### src/rtl/core/slm_pkg.sv
// ----------------------------------------------------------------------------
// Sound level meter package
// Shared constants, register indexes and class codes.
// ----------------------------------------------------------------------------
package slm_pkg;

    localparam int SAMPLE_BITS_DEF = 16;
    localparam int COUNT_BITS_DEF  = 16;

    localparam int CFG_IDX_W = 3;
    localparam int CFG_W     = 16;

    localparam logic [CFG_IDX_W-1:0] REG_WINDOW_LENGTH = 3'd0;
    localparam logic [CFG_IDX_W-1:0] REG_CAL_OFFSET    = 3'd1;
    localparam logic [CFG_IDX_W-1:0] REG_SMOOTH_WEIGHT = 3'd2;
    localparam logic [CFG_IDX_W-1:0] REG_QUIET_THRESH  = 3'd3;
    localparam logic [CFG_IDX_W-1:0] REG_LOUD_THRESH   = 3'd4;
    localparam logic [CFG_IDX_W-1:0] REG_HYST_MARGIN   = 3'd5;

    localparam logic [15:0] WINDOW_LENGTH_RST = 16'd6656;
    localparam logic [15:0] CAL_OFFSET_RST    = 16'd28390;
    localparam logic [15:0] SMOOTH_WEIGHT_RST = 16'd9830;
    localparam logic [14:0] QUIET_THRESH_RST  = 15'd11520;
    localparam logic [14:0] LOUD_THRESH_RST   = 15'd15360;
    localparam logic [11:0] HYST_MARGIN_RST   = 12'd512;

    // 10*log10(2) in Q.16
    localparam int LOG10_2_X10_Q16 = 197283;
    localparam int FS_LEVEL_MIN    = -24576;
    localparam int EST_MIN         = 7680;
    localparam int EST_MAX         = 30720;
    // 50 dB in Q8.16
    localparam logic [23:0] SMOOTH_RST = 24'd3276800;

    typedef enum logic [1:0] {
        CLS_QUIET  = 2'd0,
        CLS_NORMAL = 2'd1,
        CLS_LOUD   = 2'd2
    } level_class_t;

endpackage

### src/rtl/core/slm_front.sv
// ----------------------------------------------------------------------------
// Sound level meter front end
// Squares each sample, accumulates the window and hands closed windows on.
// ----------------------------------------------------------------------------
module slm_front #(
    parameter int SAMPLE_BITS = slm_pkg::SAMPLE_BITS_DEF,
    parameter int COUNT_BITS  = slm_pkg::COUNT_BITS_DEF,
    parameter int SUM_W       = 2 * (SAMPLE_BITS - 1) + 1 + COUNT_BITS
) (
    input  logic                          aclk,
    input  logic                          aresetn,
    input  logic                          s_valid,
    output logic                          s_ready,
    input  logic signed [SAMPLE_BITS-1:0] s_sample,
    input  logic [15:0]                   window_length,
    input  logic                          fifo_full,
    output logic                          fifo_push,
    output logic [SUM_W-1:0]              push_sum,
    output logic [COUNT_BITS-1:0]         push_cnt
);

    localparam int CMP_W = (COUNT_BITS > 16) ? COUNT_BITS : 16;
    localparam logic [COUNT_BITS-1:0] CNT_MAX = {COUNT_BITS{1'b1}};

    logic [SUM_W-1:0]        sum_reg;
    logic [COUNT_BITS-1:0]   cnt_reg;
    logic [SAMPLE_BITS-1:0]  mag;
    logic [2*SAMPLE_BITS-1:0] sq;
    logic [SUM_W-1:0]        sum_new;
    logic [COUNT_BITS-1:0]   cnt_new;
    logic                    accept;
    logic                    close;

    assign s_ready = !fifo_full;
    assign accept  = s_valid && s_ready;

    // most negative sample maps to 2^(SAMPLE_BITS-1), still fits unsigned
    assign mag     = s_sample[SAMPLE_BITS-1] ? (~s_sample + 1'b1) : s_sample;
    assign sq      = (2*SAMPLE_BITS)'(mag) * (2*SAMPLE_BITS)'(mag);
    assign sum_new = sum_reg + SUM_W'(sq);
    assign cnt_new = cnt_reg + 1'b1;
    assign close   = (CMP_W'(cnt_new) >= CMP_W'(window_length)) || (cnt_new == CNT_MAX);

    assign fifo_push = accept && close;
    assign push_sum  = sum_new;
    assign push_cnt  = cnt_new;

    always_ff @(posedge aclk) begin
        if (!aresetn) begin
            sum_reg <= '0;
            cnt_reg <= '0;
        end else if (accept) begin
            if (close) begin
                sum_reg <= '0;
                cnt_reg <= '0;
            end else begin
                sum_reg <= sum_new;
                cnt_reg <= cnt_new;
            end
        end
    end

endmodule

### config.mk
export PLATFORM = sky130hd
export DESIGN_NAME = slm_front
export DESIGN_NICKNAME = d
export VERILOG_FILES = /design/src/rtl/core/slm_pkg.sv /design/src/rtl/core/slm_front.sv
export SDC_FILE = /design/constraint.sdc
export NUM_CORES = 1
export LEC_CHECK = 0
export BUFFER_PORTS_ARGS = -buffer_cell sky130_fd_sc_hd__buf_2
export CORE_MARGIN = 5
export CORE_UTILIZATION = 64
export DETAILED_ROUTE_END_ITERATION = 10
export PLACE_DENSITY = 0.85
export SYNTH_ARGS = -nofsm -noshare
export SYNTH_HDL_FRONTEND = slang
export SYNTH_SLANG_ARGS = --single-unit
### constraint.sdc
create_clock -name aclk -period 16.53 [get_ports aclk]
set_input_delay 1.653 -clock aclk [delete_from_list [all_inputs] [get_ports aclk]]
set_output_delay 1.653 -clock aclk [all_outputs]
set_load 0.01 [all_outputs]
After elaboration in Yosys (flattened, before gate mapping)
Cells that the tools add are included.
- reduce and logical (&&, ||, !) cells: 4
- magnitude comparators: 1
- multipliers: 1
- muxes and demuxes: 3
- equal/unequal tests: 1
- add/sub/neg operators: 3
- bitwise operators: 1
- operators by type and width (operator ; count):
    $add A47 B32 Y47 ; 1
    $mux W47 ; 1
    $add A16 B1 Y16 const B ; 2
    $mul A16 B16 Y32 ; 1
    $mux W16 ; 2
    $eq A16 B16 Y1 const B ; 1
    $ge A16 B16 Y1 ; 1
    $not A16 Y16 ; 1
    $logic_and A1 B1 Y1 ; 2
    $logic_not A1 Y1 ; 1
    $logic_or A1 B1 Y1 ; 1
- word-level logic and storage cells: 16
- flip-flop bits (word level): 63
- input port bits: 36

Logic depth before layout (Yosys ltp)
Gate-level depths: netlist of run 1.
- depth after elaboration: 6
- mapped depth: 32
- depth with buffers taken out: 30

Worst setup path after synthesis of run 1
Ideal clock, no wire load.
- path type: in2out
- start point: input port s_sample[7]
- end point: output port push_sum[40]
- stages on the path: 28
- arrival time: 8978 ps
- path slack: 5899 ps
- path through: or4_1 nor4_2 nand2b_1 or3_1 or4b_1 buf_2 nor2_1 inv_1 fa_1 fa_1 fa_1 inv_1 fa_1 fa_1 inv_1 fa_1 inv_1 ha_1 clkbuf_1 a21o_1 o21ba_2 o2bb2ai_1 or3_1 o2111ai_1 nand2_1 nand2_1 nor2_1 xor2_1
- word-level cells in the longest chain between the ends: 5
- RTL lines (element ; RTL line ; RTL):
    start: declaration ; slm_front.sv:14 ; input logic signed [SAMPLE_BITS-1:0] s_sample,
    $not A16 Y16 ; slm_front.sv:38 ; assign mag = s_sample[SAMPLE_BITS-1] ? (~s_sample + 1'b1) : s_sample;
    $add A16 B1 Y16 ; slm_front.sv:38 ;
    $mux W16 (*) ; slm_front.sv:38 ;
    $mul A16 B16 Y32 (*) ; slm_front.sv:39 ; assign sq = (2*SAMPLE_BITS)'(mag) * (2*SAMPLE_BITS)'(mag);
    $add A47 B32 Y47 (*) ; slm_front.sv:40 ; assign sum_new = sum_reg + SUM_W'(sq);
    end: declaration ; slm_front.sv:18 ; output logic [SUM_W-1:0] push_sum,
Mark *: on every way between the ends. The rest lies on a longest branch, timed or not.

Worst setup path after layout of run 1
- start point: input port s_sample[0]
- end point: output port push_sum[40]
Same word-level chain as after synthesis.

==> reports/metrics.csv, run 1 <==
metric;value;unit
status;finished clean;
routed len/inst;17.5;um
DRC viols;0;
layout cells sized above 1;8.90;%
Initial DRC Count;652;
initial core utilization;64.6;%
Avg Inst Size Synth;8.45;um^2
crit end category;output pin;
postcts setup bufs;0;
Rel. slew slack;10.3;%
GRT overflow;0;
met1 wire length;12200;um
max reg flops;47;
number of global-route vias before repair;10418;
final net count;1856;
CTS tree;built;
startpoint types;primary input;
num ports;101;
Final Util;69.9;%
Yosys cell types;73;
Worst Tran Pin Value;1.34;ns
area of the multi-input gates;9150;um^2
fmax;80.4;MHz
post-synthesis compound-gate area fraction;12.2;%
crit-path max cell delay;1.04;ns
Final Hold Fails;0;
mux share of post-synthesis cell area;0.261;%
WL met2;14400;um
simple-gate share of the synthesized area;12.9;%
Routed Antenna Nets;0;
cell count after placement;1725;
period utilisation layout;75.2;%
H-tree level count;3;
XOR/XNOR Fraction of Synth Area;5.39;%
YS warnings;0;
worst hold path type;flop to flop;
Max Root-Sink Buffers;2;
pin count of the biggest net entering global routing;71;
WP data required;14.88;ns
clk_lat worst skew;0.34;ns
Synth Instances;1421;
commonest non-fill, non-tap cells in the layout;369 x inv_1, 193 x fa_1, 136 x nand2_1, 125 x ha_1, 100 x buf_2;
critical path type;primary input to output pin;
hold buffer count at cts;0;
Pre-antenna DRT Iters;6;
Syn-to-layout area delta;8.17;%
first-pass GRT wire length;50900;um
Antenna Cells;0;
Placeable Area;18600;um^2
WL met3;2680;um
Die Ht;147;um
leading cell type in the layout, fill and taps excluded;inv_1;
largest family of logic cells by synthesized area;adder cells;
Seq. cell area;1260;um^2
die area;21600;um^2
RSZ-0062 raised after global routing;false;
clock buffer count from CTS;9;
async set-reset flop share out of synthesis;0;%
worst-path maximum fanout;15;
Mapped Area;12000;um^2
EDFF count, synth;0;
Fillers;1445;
# port buffers;100;
Setup TNS Final;0;ns
total track usage;28.8;%
Synth Area in Adders;45.2;%
Seq cells post-synth;63;
sequential-to-total area share from yosys stat;10.5;%
Worst path slowest cell;xor2_1;
Root Driver;clkbuf_16;
Die X-Extent;147;um
# rows;50;
fin. max-slew vios;0;
gpl congestion;0.937;
setup violators final;0;
Max Used Layer;met4;
Top FF cell, synth;dfxtp_1;
initial antenna violation count;0;
clk slew on worst S/H paths;0.06;ns
DP HPWL;24800;um
max cap viols;0;
WP data arrival;10.78;ns
WL final;30500;um
PostCTS Resize Cnt;0;
Final Critical Period;12.43;ns
Via Count;10004;
post-DR vias/cell;5.75;
CTS sink count;63;
skew final;0.0125;ns
non-filler cells, final;1739;
layer usage:
layer  track usage (%)  up-vias
met3              5.95       93
li1                  -     4597
met4              10.8        0
met5                 0        -
met2              47.4      463
met1              37.9     4851
kinds of logic after synthesis:
family                   Yosys count
buffers and inverters            421
AND/OR/NAND/NOR                  327
adder cells (fa/ha/maj)          318
AO/OA/AOI/OAI                    214
XOR/XNOR                          73
flip-flops                        63
multiplexers                       3
other                              2
worst max-delay path, delay by kind of cell:
| family | cells | cell delay (ns) |
|---|---|---|
| and+or+nand+nor | 7 | 1.54 |
| AOI/OAI and AO/OA | 4 | 0.89 |
| buffers and inverters | 8 | 1.59 |
| adders and majority gates | 8 | 3.88 |
| xor gates and xnor gates | 2 | 1.18 |
area by class of cell:
| class | count | area share (%) |
|---|---|---|
| Inverter | 376 | 10.9 |
| Timing Repair Buffer | 107 | 4.26 |
| Clock buffer | 11 | 1.87 |
| Sequential cell | 63 | 9.71 |
| Multi-Input combinational cell | 945 | 70.5 |
| Clock inverter | 3 | 0.530 |
| Tap cell | 234 | 2.25 |
final timing paths:
| check | startpoint | endpoint | slack (ns) | depth (start not counted) |
|---|---|---|---|---|
| worst min register to register | sum_reg[31]$_SDFFE_PN0P_ | sum_reg[31]$_SDFFE_PN0P_ | 0.49 | 1 |
| worst min-delay path | sum_reg[31]$_SDFFE_PN0P_ | sum_reg[31]$_SDFFE_PN0P_ | 0.49 | 1 |
| worst max-delay path | s_sample[0] | push_sum[40] | 4.10 | 29 |
| worst max register to register | sum_reg[8]$_SDFFE_PN0P_ | sum_reg[32]$_SDFFE_PN0P_ | 10.98 | 18 |
metrics by stage:
stage / hold WS (ns) / area, um^2 / setup slack, ns
floorplan: 0.442 / 12000 / 5.90
global placement: 0.461 / 12700 / 4.35
detailed placement: 0.463 / 12700 / 4.30
CTS: 0.484 / 13000 / 4.27
global route: 0.489 / 13000 / 3.67
finish: 0.486 / 13000 / 4.10
cells in the mapped netlist, types with 18 or more instances:
cell type	number	share of area, %
a21oi_1	48	2.0
dfxtp_1	63	11
ha_1	125	13
nand2_1	136	4.3
a22o_1	31	2.3
nor2_1	77	2.4
fa_1	193	32
clkbuf_1	28	0.88
nand3_1	18	0.75
inv_1	369	12
xor2_1	30	2.2
o21ai_0	44	1.8
xnor2_1	42	3.1
Power of run 1 is not shown: default switching activity piles up to over one toggle a cycle in this logic, so the estimate is an artifact.
==> inputs of run 2 (changes only) <==
ABC_AREA = 1   (was unset)
CORE_MARGIN = unset   (was 5)
CORE_UTILIZATION = unset   (was 64)
PLACE_DENSITY = unset   (was 0.85)
clock period = 10.2 ns   (was 16.53 ns; I/O delays follow)
==> run 2 against run 1 <==
  * The flow now stops in 1_2_yosys
==> reports/metrics.csv, run 2 <==
metric;value;unit
status;stopped before the end;
Failed at;1_2_yosys;
Log Error;ERROR: ABC failed with status B;
YS warnings;0;
