### config.mk
export PLATFORM = sky130hd
export DESIGN_NAME = slm_queue
export DESIGN_NICKNAME = d
export VERILOG_FILES = /design/src/rtl/core/slm_queue.sv
export SDC_FILE = /design/constraint.sdc
export NUM_CORES = 1
export LEC_CHECK = 0
export BUFFER_PORTS_ARGS = -buffer_cell sky130_fd_sc_hd__buf_2
export CORE_MARGIN = 1.5
export CORE_UTILIZATION = 53
export CTS_BUF_LIST = sky130_fd_sc_hd__clkbuf_2
export DETAILED_ROUTE_END_ITERATION = 6
export GPL_TIMING_DRIVEN = 0
export HOLD_SLACK_MARGIN = 0.02
export PLACE_DENSITY = 0.77
export REMOVE_ABC_BUFFERS = 1
export SYNTH_ARGS = -nofsm -noshare
export SYNTH_HDL_FRONTEND = slang
export SYNTH_SLANG_ARGS = --single-unit
### constraint.sdc
create_clock -name aclk -period 5 [get_ports aclk]
set_clock_uncertainty 0.05 [all_clocks]
set_input_delay 0 -clock aclk [delete_from_list [all_inputs] [get_ports aclk]]
set_output_delay 0 -clock aclk [all_outputs]
set_load 0.01 [all_outputs]
### src/rtl/core/slm_queue.sv
// ----------------------------------------------------------------------------
// Sound level meter window queue
// Two-entry queue of closed windows between front and back end.
// ----------------------------------------------------------------------------
module slm_queue #(
    parameter int DATA_W = 63
) (
    input  logic              aclk,
    input  logic              aresetn,
    input  logic              push,
    input  logic [DATA_W-1:0] push_data,
    input  logic              pop,
    output logic              full,
    output logic              not_empty,
    output logic [DATA_W-1:0] head_data
);

    logic [DATA_W-1:0] entry_reg [2];
    logic              wr_ptr_reg;
    logic              rd_ptr_reg;
    logic [1:0]        fill_reg;

    assign full      = (fill_reg == 2'd2);
    assign not_empty = (fill_reg != 2'd0);
    assign head_data = entry_reg[rd_ptr_reg];

    always_ff @(posedge aclk) begin
        if (push) begin
            entry_reg[wr_ptr_reg] <= push_data;
        end
    end

    always_ff @(posedge aclk) begin
        if (!aresetn) begin
            wr_ptr_reg <= 1'b0;
            rd_ptr_reg <= 1'b0;
            fill_reg   <= 2'd0;
        end else begin
            if (push) begin
                wr_ptr_reg <= !wr_ptr_reg;
            end
            if (pop) begin
                rd_ptr_reg <= !rd_ptr_reg;
            end
            if (push && !pop) begin
                fill_reg <= fill_reg + 2'd1;
            end else if (pop && !push) begin
                fill_reg <= fill_reg - 2'd1;
            end
        end
    end

endmodule

==> impl_metrics.csv, run 1 <==
group,metric,value,unit
status,outcome,"stopped before the end",
status,failed_stage,"clock tree synthesis",
status,first-error,"[ERROR RSZ-0060] Max buffer count reached.",
clock_network,cts_buffers,17,
logic_synthesis,synth_top_area_share,79.00,%
floorplan,die_h,98.06,µm
logic_synthesis,synthCells,218,
place,dpl-instance-area,0.005567,mm²
place,pre_cts_slack,3.389,ns
floorplan,io_pins,132,
logic_synthesis,syn_area,0.004790,mm²
floorplan,die_w,98.06,µm
clock_network,ctsResizeCount,0,
logic_synthesis,ys_types,17,
logic_synthesis,seq_area_frac_synth,81.09,%
floorplan,row_count,34,
place,io_buffers,131,
logic_synthesis,yosys_warnings,0,
place,gp_congestion,0.6638,
clock_network,cts-root-buf,"clkbuf_2",
logic_synthesis,synth.avg_cell_area,21.97,µm²
clock_network,clock_path_buffers,2,
logic_synthesis,synth-seq-cells,131,
logic_synthesis,yosys-top-cells-area,"edfxtp_1, mux2_2, dfxtp_1",
clock_network,postCtsSetupRepairBufs,0,
clock_network,h-tree-depth,4,
floorplan,start_util,54.92,%
clock_network,cts_sinks,131,
place,hpwl,4895,µm
logic_synthesis,yosysTopAreaCell,"edfxtp_1",
clock_network,hold_buffers,102,
-- metrics by stage --
stage	instances	hold slack [ns]	setup TNS, ns
3_5_place_dp	452	0.1411	0
3_3_place_gp	450	0.1368	-12.27
2_1_floorplan	211	0.04887	0
-- Yosys cell counts --
cell type,count
edfxtp_1,126
mux2_2,63
buf_6,6
dfxtp_1,5
and2_1,4
nor2b_1,2
xor2_1,2
a21boi_1,1
and2b_2,1
buf_4,1
ha_1,1
inv_1,1
o21a_1,1
o21ai_0,1
or2_2,1
or3_1,1
xnor2_1,1
-- cells by family after synthesis --
kind of cell	after synthesis	share of synthesized area [%]
buffers and inverters	8	1.646
xor gates and xnor gates	3	0.5487
and+or+nand+nor	9	1.228
adders and majority gates	1	0.2612
DFF	131	81.09
muxes	63	14.81
AOI/OAI and AO/OA	3	0.4180
==> run 2, diff against run 1 <==
Settings changed: CORE_UTILIZATION 53 to 38, CTS_BUF_LIST sky130_fd_sc_hd__clkbuf_2 to default, HOLD_SLACK_MARGIN 0.02 to default, PLACE_DENSITY 0.77 to default, PLACE_DENSITY_LB_ADDON from default to 0.15.
==> impl_metrics.csv, run 2 <==
group,metric,value,unit
status,outcome,"finished, final reports clean",
place,io_buffers,131,
sta,fmax,0.5016,GHz
logic_synthesis,yosys_warnings,0,
logic_synthesis,ys_types,17,
floorplan,start_util,39.38,%
drt,route.vias.total,2674,
worst_setup_path,r2r_start,"wr_ptr_reg",
final_layout,seq_area,0.003887,mm²
power,p_per_area,413.8,mW/mm²
logic_synthesis,yosys-top-cells-area,"edfxtp_1, mux2_2, dfxtp_1",
worst_setup_path,worst_setup_path_end_kind,"output port",
power,total_power,0.002871,W
logic_synthesis,synth-seq-cells,131,
logic_synthesis,ys.flop_type,"edfxtp_1",
sta,setup_viol_count_final,0,
final_layout,final_common_cell,"buf_2",
floorplan,die_h,115.3,µm
drt,antenna_left,0,
logic_synthesis,seq_area_frac_synth,81.09,%
final_layout,n_antenna_cell,0,
sta,min_period,1.994,ns
final_layout,layout.nets,498,
floorplan,io_pins,132,
logic_synthesis,syn_area,0.004790,mm²
drt,viasPerCell,4.376,
final_layout,fill_cells,999,
clock_network,cts_tree,"yes",
drt,drtIter0Drc,74,
power,seqPwrFrac,45.3,%
worst_setup_path,crit_fanout,63,
clock_network,clock_latency,0.41,ns
final_layout,multi_input_area,837.1,µm²
sta,slew_headroom,40.02,%
clock_network,clock_path_buffers,2,
logic_synthesis,synth.most_common_cell,"edfxtp_1",
final_layout,syn2layout_area_growth,44.85,%
sta,final-hold-violation-count,0,
worst_setup_path,worstSetupStartpointType,"register",
sta,finalMaxSlewViolations,0,
floorplan,die_w,115.3,µm
hold_path,worstHoldPathType,"primary input to register",
clock_network,cts_buffers,17,
logic_synthesis,synth.avg_cell_area,21.97,µm²
logic_synthesis,synthCells,218,
power,switchingPower,0.0005703,W
power,switching_share,19.86,%
floorplan,dieArea,0.01329,mm²
sta,grt_setup_unrepaired,"false",
worst_setup_path,criticalPathCategory,"register to output port",
power,leakage,2.654,nW
drt,drc,0,
clock_network,hold_buffers,66,
clock_network,path_clk_slew,0.05,ns
sta,worst_pin_slew,0.8997,ns
clock_network,cts-root-buf,"clkbuf_16",
power,clockPowerShare,45.3,%
logic_synthesis,synth.cells.most_frequent,"edfxtp_1, mux2_2, buf_6",
final_layout,drive_above_1_share,51.69,%
global_route,grt_usage,13.51,%
logic_synthesis,synth-edff-count,126,
final_layout,final_area,0.006938,mm²
logic_synthesis,synth_top_area_share,79.00,%
clock_network,ctsResizeCount,0,
power,p_int,0.002301,W
worst_setup_path,worstPathArrival,1.94,ns
sta,final.period_utilization,39.87,%
global_route,grt_pass1_vias,2708,
place,hpwl,5028,µm
drt,post_drt_wl_per_cell,14.18,µm
floorplan,row_count,40,
final_layout,final_cell_mix,"buf_2, edfxtp_1, dlygate4sd3_1",
clock_network,h-tree-depth,4,
drt,routed_wl,8666,µm
floorplan,core_area,0.01216,mm²
final_layout,largest_reg_flops,126,
logic_synthesis,yosysTopAreaCell,"edfxtp_1",
clock_network,cts_sinks,131,
global_route,antenna_found_initial,0,
flow_run,max-cap-violations,0,
drt,drtPass1Iterations,3,
place,dpl-instance-area,0.005654,mm²
power,combPwrFrac,9.4,%
global_route,grt_max_degree,64,
power,vdd_drop_max,277.0,µV
clock_network,postCtsSetupRepairBufs,0,
global_route,grt_pass1_wl,13080,µm
place,gp_congestion,0.6363,
worst_setup_path,worstPathRequired,4.95,ns
global_route,globalRoute.totalOverflow,0,
hold_path,min_from,"push",
logic_synthesis,synthArstFlopShare,0,%
run 2: cell counts after synthesis:
Identical to the previous run, type by type.
run 2: through the flow:
step	cells	hold slack, ns	utilization [%]	setup slack (ns)	TNS [ns]
after floorplan	211	0.04887	-	1.328	0
after global placement	510	0.1372	45.88	-0.5591	-35.51
after detailed placement	513	0.1420	46.49	3.399	0
after CTS	611	0.06917	57.05	2.948	0
after global routing	611	0.09179	57.05	2.888	0
final	611	0.07895	57.05	3.006	0
run 2: final timing paths:
path              cells after the start            end  slack, ns
setup / recovery                      2  head_data[25]       3.01
hold / removal                        4    fill_reg[1]       0.08
setup reg to reg                      4     wr_ptr_reg       3.05
hold reg to reg                       2    fill_reg[1]       0.49
run 2: cell type report:
| class | count | share of cell area, % |
|---|---|---|
| clock inverters | 12 | 2.687 |
| clock buffers | 20 | 6.294 |
| flip-flops and latches | 131 | 56.03 |
| repair buffers | 200 | 19.84 |
| multi-input cells | 79 | 12.06 |
| inverters | 1 | 0.05410 |
| well taps | 168 | 3.030 |
run 2: logic make-up (layout without fill, tap and decap cells):
kind of cell    Yosys count  after routing  synth area share [%]
flops                   131            131                 81.09
mux                      63             63                 14.81
simple gates              9              9                 1.228
buf+inv                   8            233                 1.646
compound gates            3              3                0.4180
xor+xnor                  3              3                0.5487
fa+ha+maj                 1              1                0.2612
run 2: power groups by stage:
stage	Clock [W]	Sequential (W)	Combinational, W
floorplan	0	0.00132	0.000127
global placement	0	0.00133	0.000227
detailed placement	0	0.00133	0.000232
CTS	0.00132	0.00130	0.000273
global route	0.00137	0.00131	0.000292
finish	0.00130	0.00130	0.000270
run 2: worst max-delay path, stage by stage, from the launching register on:
cell	delay [ns]
dfxtp_4	0.93
mux2_2	0.42
buf_2	0.14
run 2: per-layer routing:
metal	track usage [%]	up-vias	wire, µm
li1	-	1288	-
met1	15.14	1283	3727
met2	22.02	90	4215
met3	5.746	13	574
met4	7.160	0	147
met5	0	-	0
Note: power is estimated with default switching activity, not from simulation.
==> run 3, diff against run 2 <==
Clock period 5 ns to 1.65 ns, I/O delays scaled along.
==> impl_metrics.csv, run 3 (synthesis gave the netlist of run 2 again) <==
group,metric,value,unit
status,outcome,"finished, final reports clean",
power,p_per_area,1248,mW/mm²
sta,final-hold-violation-count,0,
floorplan,die_h,115.3,µm
final_layout,final_common_cell,"buf_2",
global_route,antenna_found_initial,0,
final_layout,n_antenna_cell,0,
final_layout,syn2layout_area_growth,46.32,%
clock_network,h-tree-depth,4,
floorplan,core_area,0.01216,mm²
drt,drc,0,
clock_network,cts-root-buf,"clkbuf_16",
drt,route.vias.total,2701,
worst_setup_path,worstPathRequired,1.60,ns
drt,routed_wl,8995,µm
place,hpwl,5028,µm
drt,viasPerCell,4.385,
sta,final.period_utilization,96.70,%
global_route,grt_pass1_vias,2734,
global_route,grt_max_degree,40,
worst_setup_path,worstPathArrival,1.55,ns
sta,timing.hold.ws,0.2678,ns
worst_setup_path,worstSetupStartpointType,"register",
global_route,globalRoute.totalOverflow,0,
final_layout,final_cell_mix,"buf_2, edfxtp_1, dlygate4sd3_1",
final_layout,stdcell_count,616,
drt,antenna_left,0,
place,gp_congestion,0.6363,
clock_network,path_clk_slew,0.05,ns
power,vdd_drop_max,840.7,µV
floorplan,dieArea,0.01329,mm²
floorplan,row_count,40,
sta,setup_viol_count_final,0,
sta,fmax,0.6267,GHz
drt,drtPass1Iterations,4,
flow_run,max-cap-violations,0,
final_layout,largest_reg_flops,126,
place,io_buffers,131,
sta,grt_setup_unrepaired,"true",
sta,slew_headroom,58.49,%
drt,drtIter0Drc,88,
sta,finalMaxSlewViolations,0,
clock_network,clock_latency,0.40,ns
clock_network,cts_tree,"yes",
clock_network,clock_path_buffers,2,
global_route,grt_pass1_wl,13490,µm
drt,post_drt_wl_per_cell,14.60,µm
floorplan,start_util,39.38,%
power,leakage,2.689,nW
hold_path,worstHoldPathType,"primary input to register",
clock_network,cts_sinks,131,
final_layout,fill_cells,991,
clock_network,ctsResizeCount,0,
final_layout,drive_above_1_share,52.23,%
floorplan,die_w,115.3,µm
floorplan,io_pins,132,
sta,worst_pin_slew,0.6213,ns
place,place_inst,513,
sta,min_period,1.596,ns
clock_network,cts_buffers,17,
final_layout,utilization,57.62,%
global_route,grt_usage,14.12,%
worst_setup_path,crit_fanout,31,
final_layout,layout.nets,503,
sta,fin_setup_tns,0,ns
worst_setup_path,worst_setup_path_end_kind,"output port",
worst_setup_path,criticalPathCategory,"register to output port",
==> run 3: changes by cell type in the layout (fill, tap and decap cells not counted) <==
cell / before / now
buf_16: 0 / 1
buf_4: 0 / 3
buf_12: 3 / 4
==> run 3: what timing repair did <==
action / in CTS / in global routing
setup endpoints to repair: 63 / 6
endpoints found under the hold margin: 131 / 0
hold buffers: 66 / 0
cloned: 0 / 0
setup buffers: 5 / 0
==> run 3: cell type report <==
class	instances	area (µm²)	area share, %
sequential	131	3887	55.47
tap	168	210.2	2.999
inverter	1	3.754	0.05356
clock buffer	20	436.7	6.231
timing repair buffer	205	1446	20.64
multi-input combinational	79	837.1	11.94
clock inverter	12	186.4	2.660
==> run 3: routing by layer <==
layer,up-vias,GRT usage (%),share of wire (%)
met2,91,23.33,49
li1,1303,-,-
met5,-,0,0
met4,0,7.160,1.4
met3,12,5.746,6.0
met1,1295,15.84,43
==> run 3: critical path: stages (launching register included) <==
cell and delay, ns:
dfxtp_4 0.39, buf_12 0.22, mux2_2 0.36, buf_2 0.14
==> run 3: worst paths after layout <==
| check | start | endpoint | slack, ns | cells past startpoint |
|---|---|---|---|---|
| setup reg to reg | wr_ptr_reg | entry_reg[0][39] | 0.15 | 2 |
| setup / recovery | register | head_data[43] | 0.05 | 3 |
| hold reg to reg | fill_reg[1] | fill_reg[1] | 0.49 | 2 |
| hold / removal | push_data[41] | entry_reg[1][41] | 0.27 | 2 |
==> run 3: where the power goes <==
group          switching [W]  total, W  internal [W]
Sequential         0.0000456   0.00389       0.00384
Clock                0.00128   0.00394       0.00266
Combinational       0.000416  0.000918      0.000501
Total                0.00174   0.00875       0.00700
==> run 3: per-stage QoR <==
stage               setup WS (ns)  power (W)  instance area, µm²
CTS                       0.03500   0.008825                7008
global placement           -3.909   0.004718                5580
floorplan                  -2.022   0.004376                4715
global route             -0.01468   0.009045                7008
detailed placement        0.04918   0.004719                5654
finish                    0.05446   0.008746                7008
