[src/rtl/core/slm_pkg.sv]
// ----------------------------------------------------------------------------
// Sound level meter package
// Shared constants, register indexes and class codes.
// ----------------------------------------------------------------------------
package slm_pkg;

    localparam int SAMPLE_BITS_DEF = 16;
    localparam int COUNT_BITS_DEF  = 16;

    localparam int CFG_IDX_W = 3;
    localparam int CFG_W     = 16;

    localparam logic [CFG_IDX_W-1:0] REG_WINDOW_LENGTH = 3'd0;
    localparam logic [CFG_IDX_W-1:0] REG_CAL_OFFSET    = 3'd1;
    localparam logic [CFG_IDX_W-1:0] REG_SMOOTH_WEIGHT = 3'd2;
    localparam logic [CFG_IDX_W-1:0] REG_QUIET_THRESH  = 3'd3;
    localparam logic [CFG_IDX_W-1:0] REG_LOUD_THRESH   = 3'd4;
    localparam logic [CFG_IDX_W-1:0] REG_HYST_MARGIN   = 3'd5;

    localparam logic [15:0] WINDOW_LENGTH_RST = 16'd6656;
    localparam logic [15:0] CAL_OFFSET_RST    = 16'd28390;
    localparam logic [15:0] SMOOTH_WEIGHT_RST = 16'd9830;
    localparam logic [14:0] QUIET_THRESH_RST  = 15'd11520;
    localparam logic [14:0] LOUD_THRESH_RST   = 15'd15360;
    localparam logic [11:0] HYST_MARGIN_RST   = 12'd512;

    // 10*log10(2) in Q.16
    localparam int LOG10_2_X10_Q16 = 197283;
    localparam int FS_LEVEL_MIN    = -24576;
    localparam int EST_MIN         = 7680;
    localparam int EST_MAX         = 30720;
    // 50 dB in Q8.16
    localparam logic [23:0] SMOOTH_RST = 24'd3276800;

    typedef enum logic [1:0] {
        CLS_QUIET  = 2'd0,
        CLS_NORMAL = 2'd1,
        CLS_LOUD   = 2'd2
    } level_class_t;

endpackage

[src/rtl/core/slm_log2.sv]
// ----------------------------------------------------------------------------
// Sound level meter log2 unit
// Iterative log2 in Q.16: one-bit normalize steps, then 16 squarings.
// ----------------------------------------------------------------------------
module slm_log2 #(
    parameter int X_W    = 47,
    parameter int NORM_W = (X_W > 32) ? X_W : 32,
    parameter int LOG_W  = $clog2(NORM_W) + 16
) (
    input  logic             aclk,
    input  logic             aresetn,
    input  logic             start,
    input  logic [X_W-1:0]   x,
    output logic             done,
    output logic [LOG_W-1:0] result
);

    localparam int NB = LOG_W - 16;

    typedef enum logic [2:0] {
        L_IDLE = 3'b001,
        L_NORM = 3'b010,
        L_SQR  = 3'b100
    } log_state_t;

    log_state_t        state_reg;
    logic [NORM_W-1:0] t_reg;
    logic [NB-1:0]     n_reg;
    logic [31:0]       m_reg;
    logic [15:0]       frac_reg;
    logic [3:0]        iter_reg;
    logic              done_reg;
    logic [63:0]       m_sq;
    logic [32:0]       m_sh;

    assign m_sq   = 64'(m_reg) * 64'(m_reg);
    assign m_sh   = m_sq[63:31];
    assign done   = done_reg;
    assign result = {n_reg, frac_reg};

    always_ff @(posedge aclk) begin
        if (!aresetn) begin
            state_reg <= L_IDLE;
            done_reg  <= 1'b0;
        end else begin
            done_reg <= 1'b0;
            unique case (state_reg)
                L_IDLE: begin
                    if (start) begin
                        t_reg     <= NORM_W'(x);
                        n_reg     <= NB'(NORM_W - 1);
                        state_reg <= L_NORM;
                    end
                end
                L_NORM: begin
                    // stop at the leading one, or at bit 0 for a zero input
                    if (t_reg[NORM_W-1] || (n_reg == '0)) begin
                        m_reg     <= t_reg[NORM_W-1 -: 32];
                        frac_reg  <= '0;
                        iter_reg  <= '0;
                        state_reg <= L_SQR;
                    end else begin
                        t_reg <= {t_reg[NORM_W-2:0], 1'b0};
                        n_reg <= n_reg - 1'b1;
                    end
                end
                L_SQR: begin
                    if (m_sh[32]) begin
                        m_reg <= m_sh[32:1];
                    end else begin
                        m_reg <= m_sh[31:0];
                    end
                    frac_reg <= {frac_reg[14:0], m_sh[32]};
                    iter_reg <= iter_reg + 4'd1;
                    if (iter_reg == 4'd15) begin
                        done_reg  <= 1'b1;
                        state_reg <= L_IDLE;
                    end
                end
                default: state_reg <= L_IDLE;
            endcase
        end
    end

endmodule

[src/rtl/core/slm_back.sv]
// ----------------------------------------------------------------------------
// Sound level meter back end
// Per-window level math, smoothing, hysteresis and the result register.
// ----------------------------------------------------------------------------
module slm_back #(
    parameter int SAMPLE_BITS = slm_pkg::SAMPLE_BITS_DEF,
    parameter int COUNT_BITS  = slm_pkg::COUNT_BITS_DEF,
    parameter int SUM_W       = 2 * (SAMPLE_BITS - 1) + 1 + COUNT_BITS
) (
    input  logic                     aclk,
    input  logic                     aresetn,
    input  logic                     fifo_not_empty,
    input  logic [SUM_W-1:0]         fifo_sum,
    input  logic [COUNT_BITS-1:0]    fifo_cnt,
    output logic                     fifo_pop,
    input  logic [15:0]              cal_offset,
    input  logic [15:0]              smooth_weight,
    input  logic [14:0]              quiet_thresh,
    input  logic [14:0]              loud_thresh,
    input  logic [11:0]              hyst_margin,
    output logic                     m_valid,
    input  logic                     m_ready,
    output logic signed [15:0]       m_full_scale_level,
    output logic [14:0]              m_estimated_level,
    output logic [14:0]              m_smoothed_level_out,
    output logic [1:0]               m_level_class
);

    localparam int NORM_W = (SUM_W > 32) ? SUM_W : 32;
    localparam int LOG_W  = $clog2(NORM_W) + 16;
    localparam int D_W    = LOG_W + 2;
    localparam int P_W    = D_W + 19;
    localparam logic signed [D_W-1:0] BITS_OFFS = D_W'(2 * (SAMPLE_BITS - 1) * 65536);
    localparam logic signed [P_W-1:0] LOG_K     = P_W'(slm_pkg::LOG10_2_X10_Q16);
    localparam logic signed [P_W-1:0] RND_24    = P_W'(1 << 23);
    localparam logic signed [P_W-1:0] FS_MIN    = P_W'(slm_pkg::FS_LEVEL_MIN);
    localparam logic signed [P_W-1:0] FS_MAX    = P_W'(0);
    localparam logic signed [17:0]    EST_LO    = 18'(slm_pkg::EST_MIN);
    localparam logic signed [17:0]    EST_HI    = 18'(slm_pkg::EST_MAX);

    typedef enum logic [8:0] {
        ST_IDLE    = 9'b000000001,
        ST_LOG_SUM = 9'b000000010,
        ST_LOG_CNT = 9'b000000100,
        ST_SCALE   = 9'b000001000,
        ST_ROUND   = 9'b000010000,
        ST_EST     = 9'b000100000,
        ST_SMUL    = 9'b001000000,
        ST_SADD    = 9'b010000000,
        ST_CLASS   = 9'b100000000
    } back_state_t;

    back_state_t               state_reg;
    logic [COUNT_BITS-1:0]     cnt_reg;
    logic [LOG_W-1:0]          lsum_reg;
    logic signed [D_W-1:0]     d_reg;
    logic signed [P_W-1:0]     prod_reg;
    logic signed [15:0]        fs_reg;
    logic [14:0]               est_reg;
    logic signed [43:0]        sprod_reg;
    logic [23:0]               s_reg;
    slm_pkg::level_class_t     cls_reg;
    logic                      m_valid_reg;
    logic signed [15:0]        m_fs_reg;
    logic [14:0]               m_est_reg;
    logic [14:0]               m_sm_reg;
    logic [1:0]                m_cls_reg;

    logic                      log_start;
    logic [SUM_W-1:0]          log_x;
    logic                      log_done;
    logic [LOG_W-1:0]          log_res;
    logic                      silent;
    logic signed [D_W-1:0]     d_next;
    logic signed [P_W-1:0]     rnd;
    logic signed [15:0]        fs_next;
    logic signed [17:0]        est_sum;
    logic [14:0]               est_next;
    logic signed [26:0]        sdiff;
    logic signed [43:0]        srnd;
    logic [24:0]               s_rnd;
    logic [16:0]               s_q88;
    logic [14:0]               sm;
    logic signed [17:0]        lvl;
    logic signed [17:0]        q_s;
    logic signed [17:0]        l_s;
    logic signed [17:0]        mg_s;
    slm_pkg::level_class_t     cls_next;
    logic                      out_free;

    slm_log2 #(
        .X_W    (SUM_W),
        .NORM_W (NORM_W),
        .LOG_W  (LOG_W)
    ) u_log2 (
        .aclk    (aclk),
        .aresetn (aresetn),
        .start   (log_start),
        .x       (log_x),
        .done    (log_done),
        .result  (log_res)
    );

    assign silent    = fifo_sum < SUM_W'(fifo_cnt);
    assign fifo_pop  = (state_reg == ST_IDLE) && fifo_not_empty;
    assign log_start = (fifo_pop && !silent) || ((state_reg == ST_LOG_SUM) && log_done);
    assign log_x     = (state_reg == ST_IDLE) ? fifo_sum : SUM_W'(cnt_reg);

    assign d_next = $signed({2'b00, lsum_reg}) - $signed({2'b00, log_res}) - BITS_OFFS;
    assign rnd    = (prod_reg + RND_24) >>> 24;

    always_comb begin
        if (rnd < FS_MIN) begin
            fs_next = 16'(slm_pkg::FS_LEVEL_MIN);
        end else if (rnd > FS_MAX) begin
            fs_next = '0;
        end else begin
            fs_next = rnd[15:0];
        end
    end

    assign est_sum = 18'(fs_reg) + $signed({2'b00, cal_offset});

    always_comb begin
        if (est_sum < EST_LO) begin
            est_next = 15'(slm_pkg::EST_MIN);
        end else if (est_sum > EST_HI) begin
            est_next = 15'(slm_pkg::EST_MAX);
        end else begin
            est_next = est_sum[14:0];
        end
    end

    assign sdiff = $signed({4'b0000, est_reg, 8'h00}) - $signed({3'b000, s_reg});
    assign srnd  = (sprod_reg + 44'sd32768) >>> 16;

    assign s_rnd = {1'b0, s_reg} + 25'd128;
    assign s_q88 = s_rnd[24:8];

    always_comb begin
        if (s_q88 < 17'(slm_pkg::EST_MIN)) begin
            sm = 15'(slm_pkg::EST_MIN);
        end else if (s_q88 > 17'(slm_pkg::EST_MAX)) begin
            sm = 15'(slm_pkg::EST_MAX);
        end else begin
            sm = s_q88[14:0];
        end
    end

    assign lvl  = $signed({3'b000, sm});
    assign q_s  = $signed({3'b000, quiet_thresh});
    assign l_s  = $signed({3'b000, loud_thresh});
    assign mg_s = $signed({6'b000000, hyst_margin});

    always_comb begin
        case (cls_reg)
            slm_pkg::CLS_QUIET: begin
                cls_next = (lvl >= q_s + mg_s) ? slm_pkg::CLS_NORMAL : slm_pkg::CLS_QUIET;
            end
            slm_pkg::CLS_LOUD: begin
                cls_next = (lvl <= l_s - mg_s) ? slm_pkg::CLS_NORMAL : slm_pkg::CLS_LOUD;
            end
            default: begin
                if (lvl <= q_s - mg_s) begin
                    cls_next = slm_pkg::CLS_QUIET;
                end else if (lvl >= l_s + mg_s) begin
                    cls_next = slm_pkg::CLS_LOUD;
                end else begin
                    cls_next = slm_pkg::CLS_NORMAL;
                end
            end
        endcase
    end

    assign out_free = !m_valid_reg || m_ready;

    // datapath registers
    always_ff @(posedge aclk) begin
        if (fifo_pop) begin
            cnt_reg <= fifo_cnt;
            fs_reg  <= 16'(slm_pkg::FS_LEVEL_MIN);
        end
        if ((state_reg == ST_LOG_SUM) && log_done) begin
            lsum_reg <= log_res;
        end
        if ((state_reg == ST_LOG_CNT) && log_done) begin
            d_reg <= d_next;
        end
        if (state_reg == ST_SCALE) begin
            prod_reg <= P_W'(d_reg) * LOG_K;
        end
        if (state_reg == ST_ROUND) begin
            fs_reg <= fs_next;
        end
        if (state_reg == ST_EST) begin
            est_reg <= est_next;
        end
        if (state_reg == ST_SMUL) begin
            sprod_reg <= 44'(sdiff) * $signed({28'd0, smooth_weight});
        end
        if ((state_reg == ST_CLASS) && out_free) begin
            m_fs_reg  <= fs_reg;
            m_est_reg <= est_reg;
            m_sm_reg  <= sm;
            m_cls_reg <= cls_next;
        end
    end

    // sequencer and state
    always_ff @(posedge aclk) begin
        if (!aresetn) begin
            state_reg   <= ST_IDLE;
            s_reg       <= slm_pkg::SMOOTH_RST;
            cls_reg     <= slm_pkg::CLS_NORMAL;
            m_valid_reg <= 1'b0;
        end else begin
            // load a new item, or drop the one taken by the receiver
            if ((state_reg == ST_CLASS) && out_free) begin
                m_valid_reg <= 1'b1;
            end else if (m_valid_reg && m_ready) begin
                m_valid_reg <= 1'b0;
            end
            unique case (state_reg)
                ST_IDLE: begin
                    if (fifo_not_empty) begin
                        state_reg <= silent ? ST_EST : ST_LOG_SUM;
                    end
                end
                ST_LOG_SUM: begin
                    if (log_done) begin
                        state_reg <= ST_LOG_CNT;
                    end
                end
                ST_LOG_CNT: begin
                    if (log_done) begin
                        state_reg <= ST_SCALE;
                    end
                end
                ST_SCALE: state_reg <= ST_ROUND;
                ST_ROUND: state_reg <= ST_EST;
                ST_EST:   state_reg <= ST_SMUL;
                ST_SMUL:  state_reg <= ST_SADD;
                ST_SADD: begin
                    s_reg     <= s_reg + srnd[23:0];
                    state_reg <= ST_CLASS;
                end
                ST_CLASS: begin
                    // hold until the result register is free
                    if (out_free) begin
                        cls_reg   <= cls_next;
                        state_reg <= ST_IDLE;
                    end
                end
                default: state_reg <= ST_IDLE;
            endcase
        end
    end

    assign m_valid              = m_valid_reg;
    assign m_full_scale_level   = m_fs_reg;
    assign m_estimated_level    = m_est_reg;
    assign m_smoothed_level_out = m_sm_reg;
    assign m_level_class        = m_cls_reg;

endmodule

[config.mk]
export PLATFORM = sky130hd
export DESIGN_NAME = slm_back
export DESIGN_NICKNAME = d
export VERILOG_FILES = /design/src/rtl/core/slm_pkg.sv /design/src/rtl/core/slm_log2.sv /design/src/rtl/core/slm_back.sv
export SDC_FILE = /design/constraint.sdc
export NUM_CORES = 2
export LEC_CHECK = 0
export BUFFER_PORTS_ARGS = -buffer_cell sky130_fd_sc_hd__buf_2
export CAP_MARGIN = 20
export CORE_AREA = 2 2 484 366
export CTS_BUF_LIST = sky130_fd_sc_hd__clkbuf_8
export DETAILED_ROUTE_END_ITERATION = 6
export DIE_AREA = 0 0 486 368
export PLACE_DENSITY = 0.66
export SYNTH_ARGS = -nofsm -noshare
export SYNTH_HDL_FRONTEND = slang
export SYNTH_SLANG_ARGS = --single-unit
[constraint.sdc]
create_clock -name aclk -period 11.5 [get_ports aclk]
set_input_delay 3.45 -clock aclk [delete_from_list [all_inputs] [get_ports aclk]]
set_output_delay 3.45 -clock aclk [all_outputs]
set_load 0.005 [all_outputs]
* Yosys cells after proc, flatten, opt, wreduce, memory -nomap -nowiden
Index checks and enable logic that the tools add are counted.
** Storage, ports and cells
- Bits in registers :: 369
- Bits in latches :: 0
- Memory bits (writable) :: 0
- ROM bits :: 0
- Input bits :: 141
- Output and inout port bits :: 50
- Memories :: 0
** Operators by class
- $add $sub $neg :: 14
- $mul :: 3
- Div/mod/pow operators :: 0
- $lt $le $gt $ge :: 11
- Equal/unequal tests :: 22
- Shift-type cells :: 0
- Muxes and demuxes :: 39
- Bitwise operators :: 0
- Reductions and logical operators :: 24
** Operator list (number)
- $mux W47 :: 3
- $pmux W47 S2 :: 1
- $pmux W9 S9 :: 1
- $mux W16 :: 5
- $mul A32 B32 Y64 :: 1
- $mux W32 :: 2
- $pmux W32 S2 :: 1
- $lt A47 B16 Y1 :: 1
- $mux W15 :: 3
- $add A43 B25 Y43 const B :: 1
- $mul A24 B19 Y43 const B :: 1
- $add A40 B17 Y40 const B :: 1
- $mul A25 B17 Y40 :: 1
- $mux W9 :: 4
- $add A15 B12 Y16 :: 2
- $ge A15 B16 Y1 :: 2
- $le A16 B16 Y1 :: 2
- $pmux W16 S2 :: 1
- $sub A15 B12 Y16 :: 2
- $add A24 B8 Y25 const B :: 1
- $sub A23 B24 Y25 :: 1
- $add A24 B24 Y24 :: 1
- $sub A23 B22 Y24 const B :: 1
- $sub A22 B22 Y23 :: 1
- 44 further kinds :: 73

* Logic depth before layout (Yosys ltp)
- Word-level depth :: 8
- Gate-level depth with buffers :: 38

* Cells and area by module
From an unflattened synthesis, not the netlist that was laid out.
** Second synthesis, totals
- Cells, all modules :: 7568
- Area total of the unflattened synthesis :: 70790.4 um^2
** By module, submodules not included
- slm_back :: times used 1, cells each 3938, area an instance 36552.6 um^2, seq. area each 6306.0 um^2
- slm_log2 :: times used 1, cells each 3630, area an instance 34237.8 um^2, seq. area each 3233.1 um^2

* Worst setup path before layout
OpenSTA, ideal clock, no wires.
- Kind :: input -> register
- Start :: input port smooth_weight[10]
- End :: register sprod_reg[39], data pin
- Setup time :: 0.261 ns
- Data arrival time :: 9.549 ns
- Data required time :: 11.239 ns
- Path slack :: 1.690 ns
- Stages :: 24
- Buffers on the path :: 2
- Path through :: clkbuf_1 -> clkbuf_1 -> nand2_1 -> fa_1 -> inv_1 -> fa_1 -> inv_1 -> fa_1 -> fa_1 -> fa_1 -> inv_1 -> fa_1 -> ha_1 -> a21o_1 -> a221oi_1 -> a211oi_1 -> o21ai_0 -> a211oi_1 -> a21oi_1 -> o21ai_0 -> a211oi_1 -> nand2_1 -> o21ai_0 -> xnor2_1
** Between the ends
- Longest elaborated chain between the ends :: 1
** RTL lines
- start: declaration :: line slm_back.sv:17 : input logic [15:0] smooth_weight,
- $mul A25 B17 Y40 :: line slm_back.sv:199 : sprod_reg <= 44'(sdiff) * $signed({28'd0, smooth_weight});
- end signal: assignment :: line slm_back.sv:199
- end: declaration :: line slm_back.sv:60 : logic signed [43:0] sprod_reg;
Every way passes these cells.
A chain may end at the register's enable or synchronous reset.

* Final worst setup path
- Start :: register u_log2.m_reg[8]
- End :: register u_log2.m_reg[6], data pin
** Between the ends
- Longest elaborated chain between the ends :: 3
** RTL lines
- start: declaration :: line slm_log2.sv:29 : logic [31:0] m_reg;
- start signal: assignment :: line slm_log2.sv:58 : m_reg <= t_reg[NORM_W-1 -: 32];
- start signal: assignment :: line slm_log2.sv:69 : m_reg <= m_sh[32:1];
- start signal: assignment :: line slm_log2.sv:71 : m_reg <= m_sh[31:0];
- $mul A32 B32 Y64 :: line slm_log2.sv:36 : assign m_sq = 64'(m_reg) * 64'(m_reg);
- $mux W32 :: line slm_log2.sv:68 : if (m_sh[32]) begin
- $pmux W32 S2 :: line slm_log2.sv:47 : unique case (state_reg)
Every way passes these cells.

==> metrics.txt <==
unrepaired setup endpoints after global routing no; Total GRT Usage between 20% and 30%; die height ~370 um; fin crit share between 90 and 100%; R2R Setup Slk roughly 0.9 ns; met3 WL 13,300 um; CTS tree done; Nets about 9,700; Post-Syn Nets 9,525; Via density about 5; total of max-cap violations 0; Clock H-tree levels 3; Die Area roughly 180,000 sq um; total grt overflow 0; Cell Area, Synth about 69,000 sq um; CP Class reg -> reg; metal2 WL ~80,000 um; unique cell type count in the Yosys netlist 92; Slowest cell on crit path edfxtp_1; Final TNS setup 0 ns; Routed Wire Length between 150,000 and 200,000 um; clock buffer depth 3; initial core utilization about two fifths; via count approximately 50,000; post-synthesis cell count between 7,000 and 8,000; sequential area share after synthesis roughly 14%; clk root buf clkbuf_8; met1 WL 86,300 um; Post-DRT Antenna Nets 0; Post-CTS Resized 0; vias in the first global route around 53,000; final hold vios 0; Synth Flop Type edfxtp_1; crit path launch type register; Crit. End Element register; CTS Buf Count 67; Post-CTS Repair Setup Buffers 0; Post-DP Area 73,200 sq um; P&R area growth vs syn 8.00%; share of layout cells above drive strength 1 approximately 6%; final worst setup slack roughly 0.9 ns; crit path max fanout 16; CP arrival 11.10 ns; min Tclk post-route between 10 and 15 ns; antenna violations before repair 22; CP peak stage delay ~1.0 ns; Final Wtd Congestion 0.938; CTS Sinks 331; final instance area 74,700 sq um; DRT Pass-1 Iters 5; Worst Hold Class reg -> reg; Yosys reg bits about 330; asr flop ratio synth 0%; Warnings, synthesis 0; EDFF count, synth 291; post-DP HPWL approximately 150,000 um; Max Clk Rate approximately 94 MHz; DRT iter0 DRCs 3,221; setup violators final 0; CTS Hold Bufs 0; die width 486 um; Avg WL per Cell between 15 and 20 um; mean post-synth cell area around 9.5 sq um; most frequent CP cell fa_1; Pins Over Slew Limit 0; number of flip-flops under the largest register name between 40 and 50; largest net degree at the start of global routing 66; clock skew roughly 0.067 ns; first-pass GRT wire length roughly 300,000 um; port bufs 190; clock slew at reported path FFs approximately 0.060 ns; relative slew slack 19.3%; num ports about 190; Critical Path RT around 12 ns; uppermost layer routed met5; worst skew pair latency 0.79 ns; DRC 0; row cnt 133; Least-Margin Pin Slew about 1.2 ns; Placement Setup Slack between 0.7 and 0.8 ns; run status finished clean; core area roughly 170,000 sq um
## synth_stat cells, types with 30 or more instances
cell      number  share of area [%]
a31oi_1       36               0.33
a21oi_1      183                1.3
nand3_1       80               0.58
and2_1       416                3.8
xnor2_1      243                3.1
edfxtp_1     291                 13
inv_1       1823                9.9
nand4_1       40               0.36
nor2_1       256                1.4
and3_1        37               0.33
dfxtp_1       40                1.2
ha_1         797                 14
xor2_1        97                1.2
nand2_1      742                4.0
fa_1        1273                 37
a21o_1        68               0.74
nor2b_1       42               0.38
nand2b_1      37               0.33
o21ai_0      158                1.1
o21a_1        45               0.49
clkbuf_1     205                1.1
o21bai_1      33               0.36
a211oi_1      30               0.33
nor3_1        69               0.50
## worst max-delay path, delay by kind of cell (launching register included)
| family | cells | cell delay (ns) |
|---|---|---|
| AO/OA/AOI/OAI | 9 | 3.03 |
| XOR/XNOR | 1 | 0.81 |
| flip-flops | 1 | 1.02 |
| buffers and inverters | 6 | 0.93 |
| AND/OR/NAND/NOR | 3 | 0.47 |
| adder cells (fa/ha/maj) | 9 | 4.02 |
## kinds of logic (layout without fill, tap and decap cells)
family          count (synthesis)  after routing  share of synthesized area, %
compound gates                705            705                          6.69
xor+xnor                      342            342                          4.35
fa+ha+maj                    2074           2074                          51.3
buf+inv                      2051           2259                          11.2
flops                         331            331                          13.8
mux                             5              5                        0.0742
other cells                     0             16                             0
simple gates                 1806           1806                          12.6
## per-stage QoR
step           std cells  hold WS (ns)  utilization, %
6_report            9833         0.447            42.9
2_1_floorplan       7314         0.426               -
3_3_place_gp        9693         0.431            42.0
4_1_cts             9814         0.448            42.8
3_5_place_dp        9693         0.434            42.0
5_1_grt             9826         0.453            42.9
## final cells by class
cell class / count / area [sq um]
multi-input combinational: 4932 / 52000
inverter: 1827 / 6860
timing repair buffer: 311 / 1940
fill: 16600 / 99500
clock buffer: 68 / 936
antenna: 16 / 40.0
clock inverter: 53 / 528
sequential: 331 / 9540
tap: 2295 / 2870
## layer usage
layer  up-vias  global-route usage (%)
met4         8                    5.80
li1      22800                       -
met2      1540                    31.7
met1     24700                    31.3
met5         -                       0
met3       231                    4.14
## layout by cell type, fill, tap and decap left out, types with 9 or more instances in the layout
| master | count |
|---|---|
| clkinv_1 | 13 |
| a31oi_1 | 36 |
| nand4_1 | 40 |
| nor4_1 | 21 |
| diode_2 | 16 |
| fa_1 | 1273 |
| edfxtp_1 | 291 |
| a221o_1 | 15 |
| a31o_2 | 11 |
| nor2_1 | 255 |
| inv_1 | 1840 |
| dfxtp_1 | 40 |
| a211oi_1 | 29 |
| nor2b_1 | 42 |
| and3_1 | 37 |
| o31ai_1 | 14 |
| bufinv_16 | 9 |
| ha_1 | 797 |
| or3_1 | 13 |
| a21oi_1 | 183 |
| a21o_1 | 68 |
| xor2_1 | 96 |
| nand3_1 | 80 |
| or2_2 | 10 |
| and2_1 | 415 |
| a21boi_0 | 10 |
| nand2b_1 | 37 |
| and4_1 | 10 |
| o211ai_1 | 18 |
| xnor2_1 | 237 |
| buf_2 | 191 |
| o21bai_1 | 33 |
| o21ai_0 | 158 |
| clkbuf_8 | 68 |
| o21a_1 | 45 |
| nand2_1 | 741 |
| nor3_1 | 68 |
| buf_4 | 113 |
## final timing paths
kind,start,to,cells past startpoint
min,u_log2.frac_reg[7]$_SDFFCE_PP0P_,lsum_reg[7]$_DFFE_PP_,0
min reg2reg,u_log2.frac_reg[7]$_SDFFCE_PP0P_,lsum_reg[7]$_DFFE_PP_,0
max,u_log2.m_reg[8]$_DFFE_PP_,u_log2.m_reg[6]$_DFFE_PP_,28
max reg2reg,u_log2.m_reg[8]$_DFFE_PP_,u_log2.m_reg[6]$_DFFE_PP_,28
Power is left out: the tool's default activity adds up to more than one toggle a clock period on the data nets, which glitch-free logic cannot reach.
